--- src/rtl/core/hbrke_pkg.sv ---
// ----------------------------------------------------------------------------
// hbrke_pkg
// Types and constants shared by the boot-keyboard report event unit.
// ----------------------------------------------------------------------------
package hbrke_pkg;

  localparam int unsigned MOD_BITS  = 8;
  localparam int unsigned MAX_SLOTS = 6;
  localparam int unsigned EVENTS    = MOD_BITS + 2 * MAX_SLOTS;
  localparam int unsigned EVT_IDX_W = $clog2(EVENTS);
  localparam int unsigned SLOT_IDX_W = $clog2(MAX_SLOTS);

  // Event mask layout: modifiers, then presses, then releases
  localparam int unsigned PRESS_BASE   = MOD_BITS;
  localparam int unsigned RELEASE_BASE = MOD_BITS + MAX_SLOTS;

  localparam logic [7:0] MOD_BASE_CODE = 8'hE0;
  localparam logic [7:0] MAX_ERR_CODE  = 8'd3;

  // Job queue between classifier and event sequencer
  localparam int unsigned JOB_DEPTH = 2;
  localparam int unsigned JOB_PTR_W = 1;
  localparam int unsigned JOB_CNT_W = 2;

  typedef struct packed {
    logic [7:0] modifier_bits;
    logic [7:0] key_slot_0;
    logic [7:0] key_slot_1;
    logic [7:0] key_slot_2;
    logic [7:0] key_slot_3;
    logic [7:0] key_slot_4;
    logic [7:0] key_slot_5;
  } report_t;

  typedef struct packed {
    logic       is_press;
    logic [7:0] usage_code;
    logic       last_event;
  } key_event_t;

  typedef struct packed {
    logic [EVENTS-1:0]             ev_mask;
    logic [7:0]                    cur_mod;
    logic [MAX_SLOTS-1:0][7:0]     cur_slots;
    logic [MAX_SLOTS-1:0][7:0]     prev_slots;
  } job_t;

endpackage

--- src/rtl/core/hbrke_front.sv ---
// ----------------------------------------------------------------------------
// hbrke_front
// Accepts reports, compares them with the kept report and builds a job with
// one mask bit per event to emit. Kept report updates on every accept.
// ----------------------------------------------------------------------------
module hbrke_front import hbrke_pkg::*; #(
  parameter int unsigned KEY_SLOTS = 6
) (
  input  logic    clk_i,
  input  logic    rst_ni,
  input  logic    push,
  output logic    full,
  input  report_t report_i,
  output logic    job_push_o,
  output job_t    job_o,
  input  logic    job_full_i
);

  logic [7:0]                cur_mod;
  logic [MAX_SLOTS-1:0][7:0] cur;
  logic [7:0]                prev_mod_q, prev_mod_d;
  logic [MAX_SLOTS-1:0][7:0] prev_slots_q, prev_slots_d;
  logic [MAX_SLOTS-1:0]      press_mask, release_mask;
  logic                      accept;

  assign cur_mod = report_i.modifier_bits;
  assign cur[0]  = report_i.key_slot_0;
  assign cur[1]  = report_i.key_slot_1;
  assign cur[2]  = report_i.key_slot_2;
  assign cur[3]  = report_i.key_slot_3;
  assign cur[4]  = report_i.key_slot_4;
  assign cur[5]  = report_i.key_slot_5;

  assign full   = job_full_i;
  assign accept = push && !full;

  // Presence tests over the active slots
  always_comb begin
    logic in_prev, in_cur;
    for (int i = 0; i < MAX_SLOTS; i++) begin
      in_prev = 1'b0;
      in_cur  = 1'b0;
      for (int j = 0; j < MAX_SLOTS; j++) begin
        if (j < KEY_SLOTS) begin
          in_prev = in_prev | (prev_slots_q[j] == cur[i]);
          in_cur  = in_cur  | (cur[j] == prev_slots_q[i]);
        end
      end
      press_mask[i]   = (i < KEY_SLOTS) && (cur[i] > MAX_ERR_CODE) && !in_prev;
      release_mask[i] = (i < KEY_SLOTS) && (prev_slots_q[i] > MAX_ERR_CODE) && !in_cur;
    end
  end

  // Job build
  always_comb begin
    job_o.ev_mask    = {release_mask, press_mask, prev_mod_q ^ cur_mod};
    job_o.cur_mod    = cur_mod;
    job_o.cur_slots  = cur;
    job_o.prev_slots = prev_slots_q;
    job_push_o       = accept && (|job_o.ev_mask);
  end

  // Kept report; inactive slots stay zero
  always_comb begin
    prev_mod_d   = prev_mod_q;
    prev_slots_d = prev_slots_q;
    if (accept) begin
      prev_mod_d = cur_mod;
      for (int i = 0; i < MAX_SLOTS; i++) begin
        if (i < KEY_SLOTS) prev_slots_d[i] = cur[i];
      end
    end
  end

  always_ff @(posedge clk_i or negedge rst_ni) begin
    if (!rst_ni) begin
      prev_mod_q   <= '0;
      prev_slots_q <= '0;
    end else begin
      prev_mod_q   <= prev_mod_d;
      prev_slots_q <= prev_slots_d;
    end
  end

  // The last slot, when unused, never holds a nonzero kept code
  a_unused_slots_zero : assert property (@(posedge clk_i) disable iff (!rst_ni)
    (KEY_SLOTS >= MAX_SLOTS) || (prev_slots_q[MAX_SLOTS-1] == '0))
    else $error("inactive key slot was written");

  // A report that changes nothing never reaches the queue
  a_empty_job_dropped : assert property (@(posedge clk_i) disable iff (!rst_ni)
    job_push_o |-> (job_o.ev_mask != '0))
    else $error("empty job pushed");

  // Accept never happens while the queue is full
  a_no_push_full : assert property (@(posedge clk_i) disable iff (!rst_ni)
    job_push_o |-> !job_full_i)
    else $error("job pushed into full queue");

endmodule

--- src/rtl/core/hbrke_job_fifo.sv ---
// ----------------------------------------------------------------------------
// hbrke_job_fifo
// Two-entry queue of classified jobs between front and back.
// ----------------------------------------------------------------------------
module hbrke_job_fifo import hbrke_pkg::*; (
  input  logic clk_i,
  input  logic rst_ni,
  input  logic push_i,
  input  job_t job_i,
  output logic full_o,
  output logic valid_o,
  output job_t job_o,
  input  logic pop_i
);

  job_t                 entries_q [JOB_DEPTH];
  logic [JOB_PTR_W-1:0] wr_ptr_q, wr_ptr_d, rd_ptr_q, rd_ptr_d;
  logic [JOB_CNT_W-1:0] cnt_q, cnt_d;
  logic                 do_push, do_pop;

  assign full_o  = (cnt_q == JOB_CNT_W'(JOB_DEPTH));
  assign valid_o = (cnt_q != '0);
  assign job_o   = entries_q[rd_ptr_q];
  assign do_push = push_i && !full_o;
  assign do_pop  = pop_i && valid_o;

  // Pointers and fill count
  always_comb begin
    wr_ptr_d = wr_ptr_q;
    rd_ptr_d = rd_ptr_q;
    cnt_d    = cnt_q;
    if (do_push) wr_ptr_d = wr_ptr_q + 1'b1;
    if (do_pop)  rd_ptr_d = rd_ptr_q + 1'b1;
    if (do_push && !do_pop) cnt_d = cnt_q + 1'b1;
    else if (!do_push && do_pop) cnt_d = cnt_q - 1'b1;
  end

  always_ff @(posedge clk_i or negedge rst_ni) begin
    if (!rst_ni) begin
      wr_ptr_q <= '0;
      rd_ptr_q <= '0;
      cnt_q    <= '0;
    end else begin
      wr_ptr_q <= wr_ptr_d;
      rd_ptr_q <= rd_ptr_d;
      cnt_q    <= cnt_d;
    end
  end

  // Storage
  always_ff @(posedge clk_i) begin
    if (do_push) entries_q[wr_ptr_q] <= job_i;
  end

endmodule

--- src/rtl/core/hbrke_back.sv ---
// ----------------------------------------------------------------------------
// hbrke_back
// Walks a job's event mask lowest bit first, one event per cycle, into an
// output register drained by empty/pop.
// ----------------------------------------------------------------------------
module hbrke_back import hbrke_pkg::*; (
  input  logic       clk_i,
  input  logic       rst_ni,
  input  logic       job_valid_i,
  input  job_t       job_i,
  output logic       job_pop_o,
  output logic       empty,
  input  logic       pop,
  output key_event_t event_o
);

  logic [EVENTS-1:0]     mask_q, mask_d;
  job_t                  job_q;
  logic                  out_valid_q, out_valid_d;
  key_event_t            out_q, out_d;
  logic                  busy, load, emit;
  logic [EVENTS-1:0]     pick_oh, rest;
  logic [EVT_IDX_W-1:0]  idx;
  logic [SLOT_IDX_W-1:0] slot;
  key_event_t            evt;

  assign busy      = |mask_q;
  assign load      = !busy && job_valid_i;
  assign job_pop_o = load;
  assign emit      = busy && (!out_valid_q || pop);
  assign empty     = !out_valid_q;
  assign event_o   = out_q;

  // Lowest pending event
  assign pick_oh = mask_q & (~mask_q + 1'b1);
  assign rest    = mask_q & ~pick_oh;

  always_comb begin
    idx = '0;
    for (int k = 0; k < EVENTS; k++) begin
      if (pick_oh[k]) idx = EVT_IDX_W'(k);
    end
  end

  // Event decode by mask region
  always_comb begin
    slot           = '0;
    evt.last_event = (rest == '0);
    if (idx < EVT_IDX_W'(PRESS_BASE)) begin
      evt.is_press   = job_q.cur_mod[idx[2:0]];
      evt.usage_code = MOD_BASE_CODE | {5'b0, idx[2:0]};
    end else if (idx < EVT_IDX_W'(RELEASE_BASE)) begin
      slot           = SLOT_IDX_W'(idx - EVT_IDX_W'(PRESS_BASE));
      evt.is_press   = 1'b1;
      evt.usage_code = job_q.cur_slots[slot];
    end else begin
      slot           = SLOT_IDX_W'(idx - EVT_IDX_W'(RELEASE_BASE));
      evt.is_press   = 1'b0;
      evt.usage_code = job_q.prev_slots[slot];
    end
  end

  // Next state
  always_comb begin
    mask_d      = mask_q;
    out_valid_d = out_valid_q;
    out_d       = out_q;
    if (load) mask_d = job_i.ev_mask;
    else if (emit) mask_d = rest;
    if (emit) begin
      out_valid_d = 1'b1;
      out_d       = evt;
    end else if (pop) begin
      out_valid_d = 1'b0;
    end
  end

  always_ff @(posedge clk_i or negedge rst_ni) begin
    if (!rst_ni) begin
      mask_q      <= '0;
      out_valid_q <= 1'b0;
    end else begin
      mask_q      <= mask_d;
      out_valid_q <= out_valid_d;
    end
  end

  always_ff @(posedge clk_i) begin
    out_q <= out_d;
    if (load) job_q <= job_i;
  end

  // Only one event is picked per cycle
  a_pick_onehot : assert property (@(posedge clk_i) disable iff (!rst_ni)
    busy |-> $onehot(pick_oh))
    else $error("event pick not one-hot");

  // Final event of a job leaves the sequencer idle
  a_last_idles : assert property (@(posedge clk_i) disable iff (!rst_ni)
    (emit && evt.last_event) |=> !busy)
    else $error("events left after last beat");

  // A loaded job always carries at least one event
  a_load_nonempty : assert property (@(posedge clk_i) disable iff (!rst_ni)
    load |=> busy)
    else $error("loaded job had no events");

endmodule

--- src/rtl/core/hid_boot_report_key_events_unit.sv ---
// A report's first event passes the job queue, the sequencer's job register and
// the output register. Events leave one per cycle while the receiver pops; a
// job of up to 20 events is loaded into the sequencer before its first event.
// A two-entry job queue lets reports be taken while earlier events drain.
// Reset: asynchronous active low; kept report cleared to zero, queues empty.
// ----------------------------------------------------------------------------
// hid_boot_report_key_events_unit
// Turns boot-keyboard reports into ordered key press/release beats.
// ----------------------------------------------------------------------------
module hid_boot_report_key_events_unit import hbrke_pkg::*; #(
  parameter int unsigned KEY_SLOTS = 6
) (
  input  logic       clk_i,
  input  logic       rst_ni,
  input  logic       push,
  output logic       full,
  input  report_t    report_i,
  output logic       empty,
  input  logic       pop,
  output key_event_t event_o
);

  logic job_push, job_full, job_valid, job_pop;
  job_t job_in, job_out;

  // Classifier
  hbrke_front #(
    .KEY_SLOTS (KEY_SLOTS)
  ) u_front (
    .clk_i      (clk_i),
    .rst_ni     (rst_ni),
    .push       (push),
    .full       (full),
    .report_i   (report_i),
    .job_push_o (job_push),
    .job_o      (job_in),
    .job_full_i (job_full)
  );

  // Job queue
  hbrke_job_fifo u_fifo (
    .clk_i   (clk_i),
    .rst_ni  (rst_ni),
    .push_i  (job_push),
    .job_i   (job_in),
    .full_o  (job_full),
    .valid_o (job_valid),
    .job_o   (job_out),
    .pop_i   (job_pop)
  );

  // Event sequencer
  hbrke_back u_back (
    .clk_i       (clk_i),
    .rst_ni      (rst_ni),
    .job_valid_i (job_valid),
    .job_i       (job_out),
    .job_pop_o   (job_pop),
    .empty       (empty),
    .pop         (pop),
    .event_o     (event_o)
  );

endmodule

--- config.mk ---
export PLATFORM = sky130hd
export DESIGN_NAME = hid_boot_report_key_events_unit
export DESIGN_NICKNAME = d
export VERILOG_FILES = /design/src/rtl/core/hbrke_pkg.sv /design/src/rtl/core/hbrke_front.sv /design/src/rtl/core/hbrke_job_fifo.sv /design/src/rtl/core/hbrke_back.sv /design/src/rtl/core/hid_boot_report_key_events_unit.sv
export SDC_FILE = /design/constraint.sdc
export NUM_CORES = 1
export LEC_CHECK = 0
export BUFFER_PORTS_ARGS = -buffer_cell sky130_fd_sc_hd__buf_2
export CORE_ASPECT_RATIO = 0.5
export CORE_MARGIN = 8
export CORE_UTILIZATION = 50
export CTS_BUF_LIST = sky130_fd_sc_hd__clkbuf_8
export CTS_CLUSTER_SIZE = 16
export DETAILED_ROUTE_END_ITERATION = 6
export GPL_TIMING_DRIVEN = 0
export HOLD_SLACK_MARGIN = 0.12
export PLACE_DENSITY = 0.66
export SLEW_MARGIN = 25
export SYNTH_ARGS = -nofsm -noshare
export SYNTH_HDL_FRONTEND = slang
export SYNTH_SLANG_ARGS = --single-unit
export TNS_END_PERCENT = 1
--- constraint.sdc ---
create_clock -name clk_i -period 10 [get_ports clk_i]
set_clock_uncertainty 0.05 [all_clocks]
set_input_delay 2 -clock clk_i [delete_from_list [all_inputs] [get_ports clk_i]]
set_output_delay 2 -clock clk_i [all_outputs]
set_load 0.03 [all_outputs]
# Word level (Yosys, flattened, before mapping)
# Memory sizes are Yosys's and may differ from the RTL's.
# Cells that the tools add are included.
op_classes:
  addsub: 7
  multipliers: 0
  n_div: 0
  n_lt_le_gt_ge: 17
  eq_ne: 73
  shift: 0
  mux: 35
  bitwise: 65
  n_reduce_logical: 45
ops:
  columns: ["cell", "n"]
  rows:
  - ["$eq 8x8->1", 72]
  - ["$gt 8x2->1 const B", 12]
  - ["$mux 5", 18]
  - ["$or 1x1->1", 60]
  - ["$bmux 8 s3", 2]
  - ["$and 20x20->20", 2]
  - ["$mux 20", 2]
  - ["$not 20->20", 2]
  - ["$reduce_or 20->1", 2]
  - ["$add 20x1->20 const B", 1]
  - ["$logic_and 1x1->1", 20]
  - ["$logic_not 20->1", 1]
  - ["$mux 9", 2]
  - ["$logic_not 1->1", 17]
  - ["$mux 8", 2]
  - ["$lt 3x4->1 const B", 3]
  - ["$lt 5x4->1 const B", 2]
  - ["$reduce_bool 2->1", 4]
  - ["$xor 8x8->8", 1]
  - ["$mux 1", 6]
  - ["$mux 2", 2]
  - ["$bmux 1 s3", 1]
  - ["$sub 3x1->3 const B", 1]
  - ["$sub 3x3->3 const B", 1]
  - ["other kinds (5)", 6]
word_totals:
  reg_bits: 195
  latchBits: 0
  mem_bits_rw: 248
  rom_bits: 0
  output_inout_bits: 12
  word_cells: 272
  mem_count: 1
mem_list:
  columns: ["memory", "depth", "width", "rd", "rd_ports_with_merged_regs", "write_ports", "line", "text"]
  rows:
  - ["u_fifo.entries_q", 2, 124, 1, 0, 1, "hbrke_job_fifo.sv:16", "job_t entries_q [JOB_DEPTH];"]

# Longest topological paths before layout
# Gate-level depths: netlist of the first run.
logic_depth:
  word_depth: 27
  mapped_depth: 15
  ltp_nobuf: 13

# Hierarchy
# Synthesis of the first run repeated with hierarchy kept, for this count alone.
hier_totals:
  hier_cells: 1543
  hier_area_um2: 22047.4
modules_own_cells:
  columns: ["module", "n_inst", "cells_per_inst", "area_per_inst_um2", "seq_area_each_um2"]
  rows:
  - ["hbrke_job_fifo", 1, 405, 9342.7, 7547.2]
  - ["hbrke_front", 1, 750, 6759.0, 1401.3]
  - ["hbrke_back", 1, 388, 5945.7, 3948.8]

# Least setup slack after synthesis of the first run
# OpenSTA, ideal clock, no wires.
synth_path:
  path_type: "input-to-reg"
  startpoint: "in report_i[21] (netlist bit)"
  endpoint: "mem u_fifo.entries_q[0][0] (netlist bit), enable pin"
  arrival_ns: 8.945
  required_time_ns: 9.327
  setup_slack_ns: 0.382
  stages: 9
  cell_sequence: "buf_2 > xnor2_1 > nand4_1 > nor2_1 > nor4_1 > nor4b_1 > nor4_1 > a41oi_1 > nor2b_1"
synth_rtl:
  columns: ["item", "line", "text"]
  rows:
  - ["from (decl)", "hid_boot_report_key_events_unit.sv:17", "input report_t report_i,"]
  - ["to (decl)", "hbrke_job_fifo.sv:16", null]

==> results.cfg, run 1 <==
[setup_path]
timing_worst_setup_path_type = in2reg
r2r-end = u_fifo.entries_q[0][74]$_DFFE_PP_
crit_path_cell_trace = buf_2 -> buf_2 -> xnor2_1 -> nand4_1 -> nor2_1 -> nor4_1 -> nor4b_2 -> nor2_1 -> a41oi_1 -> nor2b_4 -> buf_16 -> buf_16 -> buf_12 -> buf_12
cp.required_ns = 10.29
critPathMaxFanout = 23
reg2regPathDepth = 13
rrSetupSlack_ns = 5.25
slowest_delay_ns = 0.74
arrival_ns = 6.11
slowest_stage = nor4b_2
r2r_start = u_front.job_o[1]$_DFFE_PN0P_
timing.critical_path.from_type = input pin
crit_path_end_kind = flip-flop

[drt]
drt-pass1-iter-count = 5
avgRoutedWirePerCell_microns = 28.7
finalWirelength_microns = 64200
vias = 13200
ant_nets = 0
drt_drc_violations_left = 0
drt-initial-drc-count = 1245
viasPerCell = 5.90

[cts]
postCtsHoldBufs = 0
clock_sinks = 443
root_buffer = clkbuf_8
clkSlewWorstSetupHoldPaths_ns = 0.07
clock_path_buffers = 3
htree_levels = 2
cts_tree = built
clock_latency_ns = 0.66
post_cts_buffers = 0
numCtsBuffers = 61
cts-resized-gates = 0

[placed_design]
placed_cells = 2123
gp_congestion = 0.931
dpl.hpwl_microns = 44400
port_buffers = 71
pre_cts_slack_ns = 3.59

[job]
timing.max_cap.violations = 0

[hold_path]
hold_start = u_front.job_o[28]$_DFFE_PN0P_
hold_depth = 0
hold_class = reg2reg
worstHoldEndpoint = u_fifo.entries_q[1][28]$_DFFE_PP_

[layout]
layout-drive-gt1-share = 0.277
n_antenna_cell = 0
final_nets = 1698
finalNonFillerCells = 2239
final_core_util = 0.566
syn_to_final_growth_pct = 12.7

[floorplan]
ios = 72
start_util = 0.503
die_w_microns = 305
die_h_microns = 161
die_area_sq_um = 49100
num_rows = 53
core_area_sq_um = 41600

[timing]
worstMarginPinSlew_ns = 1.02
period_needed_ns = 5.82
finalCritPeriodShare = 0.582
worst_slack_ns = 4.18
rsz0062_at_grt = no
max_freq_mhz = 172
fin_hold_ws_ns = 0.406
slew_violations = 0
final_hold_viol_count = 0
slew_headroom = 0.319
final-setup-viol-count = 0

[synthesis]
syn_area_sq_um = 20900
yosysSeqAreaShare = 0.616
ys.flop_type = edfxtp_1
yosysWarnings = 0
synth_area_leaders = edfxtp_1 52%, dfrtp_1 9.7%, mux2_2 8.9%, xor2_1 6.4%, xnor2_1 6.1%
ys_types = 66
syn_inst = 1491
synth_seq_cells = 443
synth_fp_nets = 1553
avgSynthCellArea_sq_um = 14.0
synth_top_cell_by_area = edfxtp_1
synth_edf_count = 362
synth_top_area_share = 0.519
async_flop_share = 0.183

[grt]
grt_max_degree = 65
grt.total_usage = 0.257
antenna_found_initial = 2
grt_first_pass_wirelength_microns = 92300
grt_pass1_vias = 13500
grt-ovfl-total = 0

[status]
outcome = completed
worst max path at each step:
stage                       startpoint                                 to  slack [ns]
after global routing      report_i[23]  u_fifo.entries_q[0][74]$_DFFE_PP_        4.02
after CTS                 report_i[23]  u_fifo.entries_q[0][74]$_DFFE_PP_        4.25
after detailed placement  report_i[23]  u_fifo.entries_q[0][73]$_DFFE_PP_        3.59
final                     report_i[23]  u_fifo.entries_q[0][74]$_DFFE_PP_        4.18
after global placement    report_i[23]  u_fifo.entries_q[0][73]$_DFFE_PP_       -4.87
after floorplan           report_i[21]   u_fifo.entries_q[0][0]$_DFFE_PP_        0.38
area by class of cell:
| type | count | area [sq um] |
|---|---|---|
| tap | 550 | 688 |
| buffer | 129 | 649 |
| clock buffer | 64 | 881 |
| clock inverter | 52 | 364 |
| multi-input combinational | 906 | 7400 |
| inverter | 13 | 60.1 |
| timing repair buffer | 82 | 642 |
| sequential | 443 | 12900 |
| fill | 3367 | 18100 |
through the flow:
step           cell area (sq um)  TNS, ns
6_report                   23600        0
2_1_floorplan              20900        0
5_1_grt                    23600        0
4_1_cts                    23600        0
3_5_place_dp               22300        0
3_3_place_gp               22000  -645.36
registers in the layout, indices dropped and copies added (netlist names):
name and count:
u_fifo.rd_ptr_q 1, u_fifo.entries_q 248, u_fifo.cnt_q 2, u_back.job_q 104
u_front.prev_mod_q 8, u_back.out_valid_q 1, u_fifo.wr_ptr_q 1, u_back.event_o 10
u_back.mask_q 20, u_front.job_o 48
worst max-delay path: cells and delay by family:
family                 cells  cell delay (ns)
AO/OA/AOI/OAI              1             0.52
XOR/XNOR                   1             0.11
buffers and inverters      6             1.31
AND/OR/NAND/NOR            6             2.09
cells by family (layout without fill, tap and decap cells):
family,after synthesis,in the layout,share of synthesized area
buffers and inverters,142,340,0.0335
DFF,443,443,0.616
adders and majority gates,7,7,0.00359
xor gates and xnor gates,301,301,0.126
AOI/OAI and AO/OA,103,103,0.0321
muxes,228,228,0.120
and+or+nand+nor,267,267,0.0692
cells in the mapped netlist, drive strengths merged, types with 3 or more instances:
master and number:
nor2b 7, mux2 168, clkbuf 22, o21ai 43, a211oi 6, inv 10, o22ai 6, a31oi 9
or2 3, nor4 63, nand3 9, clkinv 3, nor3 13, nand2 51, o32ai 5, xor2 154
mux2i 59, maj3 5, a21oi 8, dfrtp 81, o41ai 3, nor2 61, edfxtp 362, buf 107
or3 3, o31ai 3, nand4 46, or4 3, a211o 3, xnor2 147, nor4b 3, nand2b 3
placed cells by master (no fill, tap or decap), drive strengths merged, types with 3 or more instances in the layout:
cell,instances
or3,3
a21oi,8
o41ai,3
xor2,154
a211o,3
xnor2,147
edfxtp,362
nand2b,3
nand3,9
inv,37
mux2,168
clkinv,22
nor2b,7
o31ai,3
o32ai,5
nor4,63
o21ai,43
a211oi,6
o22ai,6
nor4b,3
or2,3
nand2,51
nor3,13
mux2i,59
dfrtp,81
maj3,5
a31oi,9
buf,189
or4,3
nor2,61
clkbuf,86
bufinv,5
nand4,46
metal layers:
layer | part of all wire | global-route usage
met4 | 0.019 | 0.0588
met3 | 0.10 | 0.0756
met5 | 0 | 0
met1 | 0.44 | 0.365
met2 | 0.44 | 0.387
Power of run 1 is left out: the tool's default activity adds up to more than one toggle a clock period on the data nets, which glitch-free logic cannot reach.
==> run 2: changes to the inputs <==
--- a/config.mk
+++ b/config.mk
@@ -14,7 +14,7 @@
 export DETAILED_ROUTE_END_ITERATION = 6
 export GPL_TIMING_DRIVEN = 0
 export HOLD_SLACK_MARGIN = 0.12
-export PLACE_DENSITY = 0.66
+export PLACE_DENSITY = 0.69
 export SLEW_MARGIN = 25
 export SYNTH_ARGS = -nofsm -noshare
 export SYNTH_HDL_FRONTEND = slang
==> constraint.sdc (replaced) <==
create_clock -name clk_i -period 4.7 [get_ports clk_i]
set_clock_uncertainty 0.05 [all_clocks]
set_input_delay 0.94 -clock clk_i [delete_from_list [all_inputs] [get_ports clk_i]]
set_output_delay 0.94 -clock clk_i [all_outputs]
set_load 0.03 [all_outputs]
==> run 2 against run 1 <==
Net effect: final area down 0.31%; final cell count down 0.18%; die area unchanged; global-route usage down 0.80 points; non-clock buffer count unchanged; routed wire length down 2.7%; core utilization down 0.17 points; flip-flop and latch count unchanged; via count down 0.39%; largest cell class unchanged; worst setup slack worse by 4.1 ns; sequential share of layout area up 0.17 points; hold slack worse by 0.0027 ns.
==> results.cfg, run 2 (synthesis results as in run 1) <==
[status]
outcome = completed

[layout]
largest_register_ffs = 248
final.fill_count = 3366
layout-drive-gt1-share = 0.278
final_common_cell = edfxtp_1
syn_to_final_growth_pct = 12.3
final_nets = 1698
final_core_util = 0.565
regMostFlops = u_fifo.entries_q
n_antenna_cell = 0
final_cell_mix = 362 x edfxtp_1, 169 x buf_2, 166 x mux2_2

[cts]
post_cts_buffers = 0
root_buffer = clkbuf_8
numCtsBuffers = 61
clock_path_buffers = 3
cts_tree = built
clock_latency_ns = 0.66
clkSlewWorstSetupHoldPaths_ns = 0.08
clock_sinks = 443
htree_levels = 2

[timing]
worst_slack_ns = 0.0611
final-setup-viol-count = 0
fin_hold_ws_ns = 0.404
slew_headroom = 0.210
worstMarginPinSlew_ns = 1.17
final_hold_viol_count = 0
slew_violations = 0
period_needed_ns = 4.64
max_freq_mhz = 216
finalCritPeriodShare = 0.987

[setup_path]
crit_path_cell_trace = o41ai_1 -> o41a_1 -> clkinv_2 -> ha_1 -> a21oi_1 -> nor2_2 -> o211ai_1 -> o22ai_1 -> a221o_1
timing.critical_path.from_type = flip-flop
crit_family = compound AO/OA/AOI/OAI gates
slowest_stage = o41ai_1
crit_path_end_kind = flip-flop
timing_worst_setup_path_type = reg2reg
arrival_ns = 4.97
slowest_delay_ns = 1.07
critPathMaxFanout = 9
cp.required_ns = 5.03
critPathBufInv = 1

[placed_design]
dpl.hpwl_microns = 44100
port_buffers = 71
pre_cts_slack_ns = -0.173
gp_congestion = 0.907

[floorplan]
die_area_sq_um = 49100
ios = 72
start_util = 0.503
die_w_microns = 305
core_area_sq_um = 41600
die_h_microns = 161
num_rows = 53

[grt]
grt_max_degree = 65
grt_pass1_vias = 13400
grt_first_pass_wirelength_microns = 90000
antenna_found_initial = 3
grt.total_usage = 0.249
grt-ovfl-total = 0

[drt]
viasPerCell = 5.88
drt-pass1-iter-count = 6
finalWirelength_microns = 62400
vias = 13200
drt-initial-drc-count = 1493
avgRoutedWirePerCell_microns = 27.9
ant_nets = 0
drt_drc_violations_left = 0

[hold_path]
hold_class = reg2reg

[job]
timing.max_cap.violations = 0
## run 2: cell count changes in the layout (fill, tap and decap cells not counted), moves of 2 or more
| cell | delta |
|---|---|
| clkinv_2 | +3 |
| inv_1 | -4 |
| buf_12 | -2 |
| bufinv_16 | -3 |
## run 2: final cells by class
cell class                      count  area, sq um  area share
Timing Repair Buffer               82          627      0.0267
Buffer                            129          648      0.0276
Multi-Input combinational cell    906         7420       0.316
Sequential cell                   443        12900       0.549
Tap cell                          550          688      0.0293
Clock inverter                     48          287      0.0122
Clock buffer                       64          881      0.0375
Inverter                           13         60.1     0.00255
## run 2: worst reg2reg max path: stages (launching register included)
cell      delay, ns
dfrtp_1        0.49
o41ai_1        1.07
o41a_1         0.52
clkinv_2       0.24
ha_1           0.23
a21oi_1        0.45
nor2_2         0.19
o211ai_1       0.46
o22ai_1        0.34
a221o_1        0.34
## run 2: metal layers
layer,up-vias,track usage,part of all wire
li1,5750,-,-
met1,6659,0.355,0.45
met2,608,0.376,0.44
met3,133,0.0604,0.087
met4,2,0.0723,0.030
met5,-,0,0.00018
## run 2: final timing paths
path	depth (start not counted)	endpoint	from	slack, ns
worst max-delay path	9	u_back.event_o[5]$_SDFFCE_PP0P_	u_back.mask_q[6]$_DFFE_PN0P_	0.06
worst min-delay path	0	u_fifo.entries_q[0][18]$_DFFE_PP_	u_front.job_o[18]$_DFFE_PN0P_	0.40
worst max register to register	9	u_back.event_o[5]$_SDFFCE_PP0P_	u_back.mask_q[6]$_DFFE_PN0P_	0.06
worst min register to register	0	u_fifo.entries_q[0][18]$_DFFE_PP_	u_front.job_o[18]$_DFFE_PN0P_	0.40
max in group asynchronous	3	u_back.mask_q[13]$_DFFE_PN0P_	rst_ni	3.29
min in group asynchronous	2	u_front.job_o[25]$_DFFE_PN0P_	rst_ni	0.66
## run 2: through the flow
| stage | instances | setup TNS, ns | cell area [sq um] |
|---|---|---|---|
| after floorplan | 1491 | 0 | 21000 |
| after global placement | 2112 | -665.69 | 22000 |
| after detailed placement | 2122 | -15.02 | 22300 |
| after CTS | 2235 | 0 | 23500 |
| after global routing | 2235 | -0.00695 | 23500 |
| final | 2235 | 0 | 23500 |
## run 2: timing repair
| action | 4_1_cts | 5_1_grt |
|---|---|---|
| setup endpoints to repair | 0 | 2 |
| endpoints found under the hold margin | 17 | 0 |
| gates resized for setup | 0 | 2 |
| hold buffers | 1 | 0 |
Power of run 2 is left out for the same reason.
==> run 3: changes to the inputs <==
--- a/config.mk
+++ b/config.mk
@@ -9,7 +9,6 @@
 export CORE_ASPECT_RATIO = 0.5
 export CORE_MARGIN = 8
 export CORE_UTILIZATION = 50
-export CTS_BUF_LIST = sky130_fd_sc_hd__clkbuf_8
 export CTS_CLUSTER_SIZE = 16
 export DETAILED_ROUTE_END_ITERATION = 6
 export GPL_TIMING_DRIVEN = 0
==> run 3 against run 2 <==
Net effect: global-route usage fell by 0.080 points; flip-flop and latch count did not move; critical path depth up 4; die area unchanged; core utilization increased by 0.49 points; largest cell class unchanged; final cell count shrank 1.8%; via count fell by 0.59%; highest routed layer unchanged; worst setup slack better by 0.023 ns; routed wire length decreased by 0.38%; maximum frequency increased by 0.50%; final area grew 0.87%.
==> results.cfg, run 3 (synthesis results as in run 1) <==
[drt]
vias = 13100
viasPerCell = 5.96
drt-initial-drc-count = 1380
ant_nets = 0
finalWirelength_microns = 62200
drt_drc_violations_left = 0
avgRoutedWirePerCell_microns = 28.3
drt-pass1-iter-count = 6

[layout]
syn_to_final_growth_pct = 13.3
final.fill_count = 3304
regMostFlops = u_fifo.entries_q
final_common_cell = edfxtp_1
layout-drive-gt1-share = 0.272
final_nets = 1676
n_antenna_cell = 0
largest_register_ffs = 248
finalNonFillerCells = 2195
final_cell_mix = 362 x edfxtp_1, 169 x buf_2, 166 x mux2_2

[cts]
htree_levels = 2
root_buffer = clkbuf_16
clkSlewWorstSetupHoldPaths_ns = 0.07
cts-resized-gates = 0
clock_sinks = 443
cts_tree = built
postCtsHoldBufs = 0
numCtsBuffers = 40
post_cts_buffers = 0
clock_path_buffers = 3
clock_latency_ns = 0.57

[setup_path]
timing_worst_setup_path_type = reg2reg
reg2regPathDepth = 13
crit_path_end_kind = flip-flop
r2r_start = u_back.mask_q[11]$_DFFE_PN0P_
cp.required_ns = 4.96
critPathBufInv = 3
startpoint = u_back.mask_q[11]$_DFFE_PN0P_
slowest_stage = a211oi_1
timing.critical_path.to = u_back.event_o[5]$_SDFFCE_PP0P_
slowest_delay_ns = 0.49
r2r-end = u_back.event_o[5]$_SDFFCE_PP0P_
rrSetupSlack_ns = 0.08
critPathMaxFanout = 10
crit_family = compound AO/OA/AOI/OAI gates
timing.critical_path.from_type = flip-flop
cp.depth = 13
arrival_ns = 4.87
crit_path_cell_trace = inv_1 -> o311ai_0 -> a211oi_1 -> o2bb2ai_1 -> nor2_4 -> clkinv_4 -> buf_2 -> ha_1 -> a21oi_1 -> nor2_2 -> o211ai_1 -> o22ai_1 -> a221o_1

[grt]
grt-ovfl-total = 0
grt_first_pass_wirelength_microns = 89500
antenna_found_initial = 3
grt_pass1_vias = 13200
grt.total_usage = 0.248
grt_max_degree = 65

[floorplan]
die_h_microns = 161
ios = 72
start_util = 0.503
core_area_sq_um = 41600
die_w_microns = 305
num_rows = 53
die_area_sq_um = 49100

[placed_design]
placed_cells = 2122
dpl.hpwl_microns = 44100
gp_congestion = 0.907
port_buffers = 71

[timing]
worstMarginPinSlew_ns = 1.10
slew_headroom = 0.254
final-setup-viol-count = 0
period_needed_ns = 4.62
finalCritPeriodShare = 0.982
final_hold_viol_count = 0
fin_hold_ws_ns = 0.171
max_freq_mhz = 217
rsz0062_at_grt = no
slew_violations = 0

[hold_path]
hold_class = in2async

[status]
outcome = completed

[job]
timing.max_cap.violations = 0
run 3: cell types whose count changed in the layout (fill, tap and decap cells not counted), sizes merged:
cell / change
inv: -23
clkinv: -13
clkbuf: -2
clkinvlp: -1
dlygate4sd3: -1
run 3: routing by layer:
layer	up-vias	share of wire	track usage
met5	-	0.00018	0
met4	2	0.027	0.0702
met3	116	0.091	0.0537
met2	617	0.44	0.377
met1	6654	0.44	0.357
li1	5685	-	-
run 3: area by class of cell:
class,instances,area (sq um),share of cell area
Inverter,13,60.1,0.00253
Clock inverter,11,138,0.00580
Multi-Input combinational cell,906,7420,0.313
Tap cell,550,688,0.0290
Buffer,129,648,0.0273
Timing Repair Buffer,81,617,0.0260
Clock buffer,62,1240,0.0525
Sequential cell,443,12900,0.544
run 3: worst min path at each step:
stage                                              from                                 to  slack [ns]  cells after the start
after CTS                                        rst_ni      u_front.job_o[25]$_DFFE_PN0P_        0.17                      1
after detailed placement  u_front.job_o[45]$_DFFE_PN0P_  u_fifo.entries_q[0][45]$_DFFE_PP_        0.40                      0
after floorplan            u_front.job_o[0]$_DFFE_PN0P_   u_fifo.entries_q[0][0]$_DFFE_PP_        0.39                      0
final                                            rst_ni      u_front.job_o[22]$_DFFE_PN0P_        0.17                      1
after global placement    u_front.job_o[25]$_DFFE_PN0P_  u_fifo.entries_q[0][25]$_DFFE_PP_        0.39                      0
after global routing                             rst_ni      u_front.job_o[20]$_DFFE_PN0P_        0.17                      1
run 3: through the flow:
step | area [sq um] | utilization | setup WS [ns] | setup TNS (ns)
after global placement | 22000 | 0.529 | -2.37 | -665.69
after global routing | 23700 | 0.570 | 0.00998 | 0
final | 23700 | 0.570 | 0.0840 | 0
after floorplan | 21000 | - | 0.0249 | 0
after CTS | 23700 | 0.569 | 0.0923 | 0
after detailed placement | 22300 | 0.536 | -0.173 | -15.02
Power of run 3 is left out for the same reason.
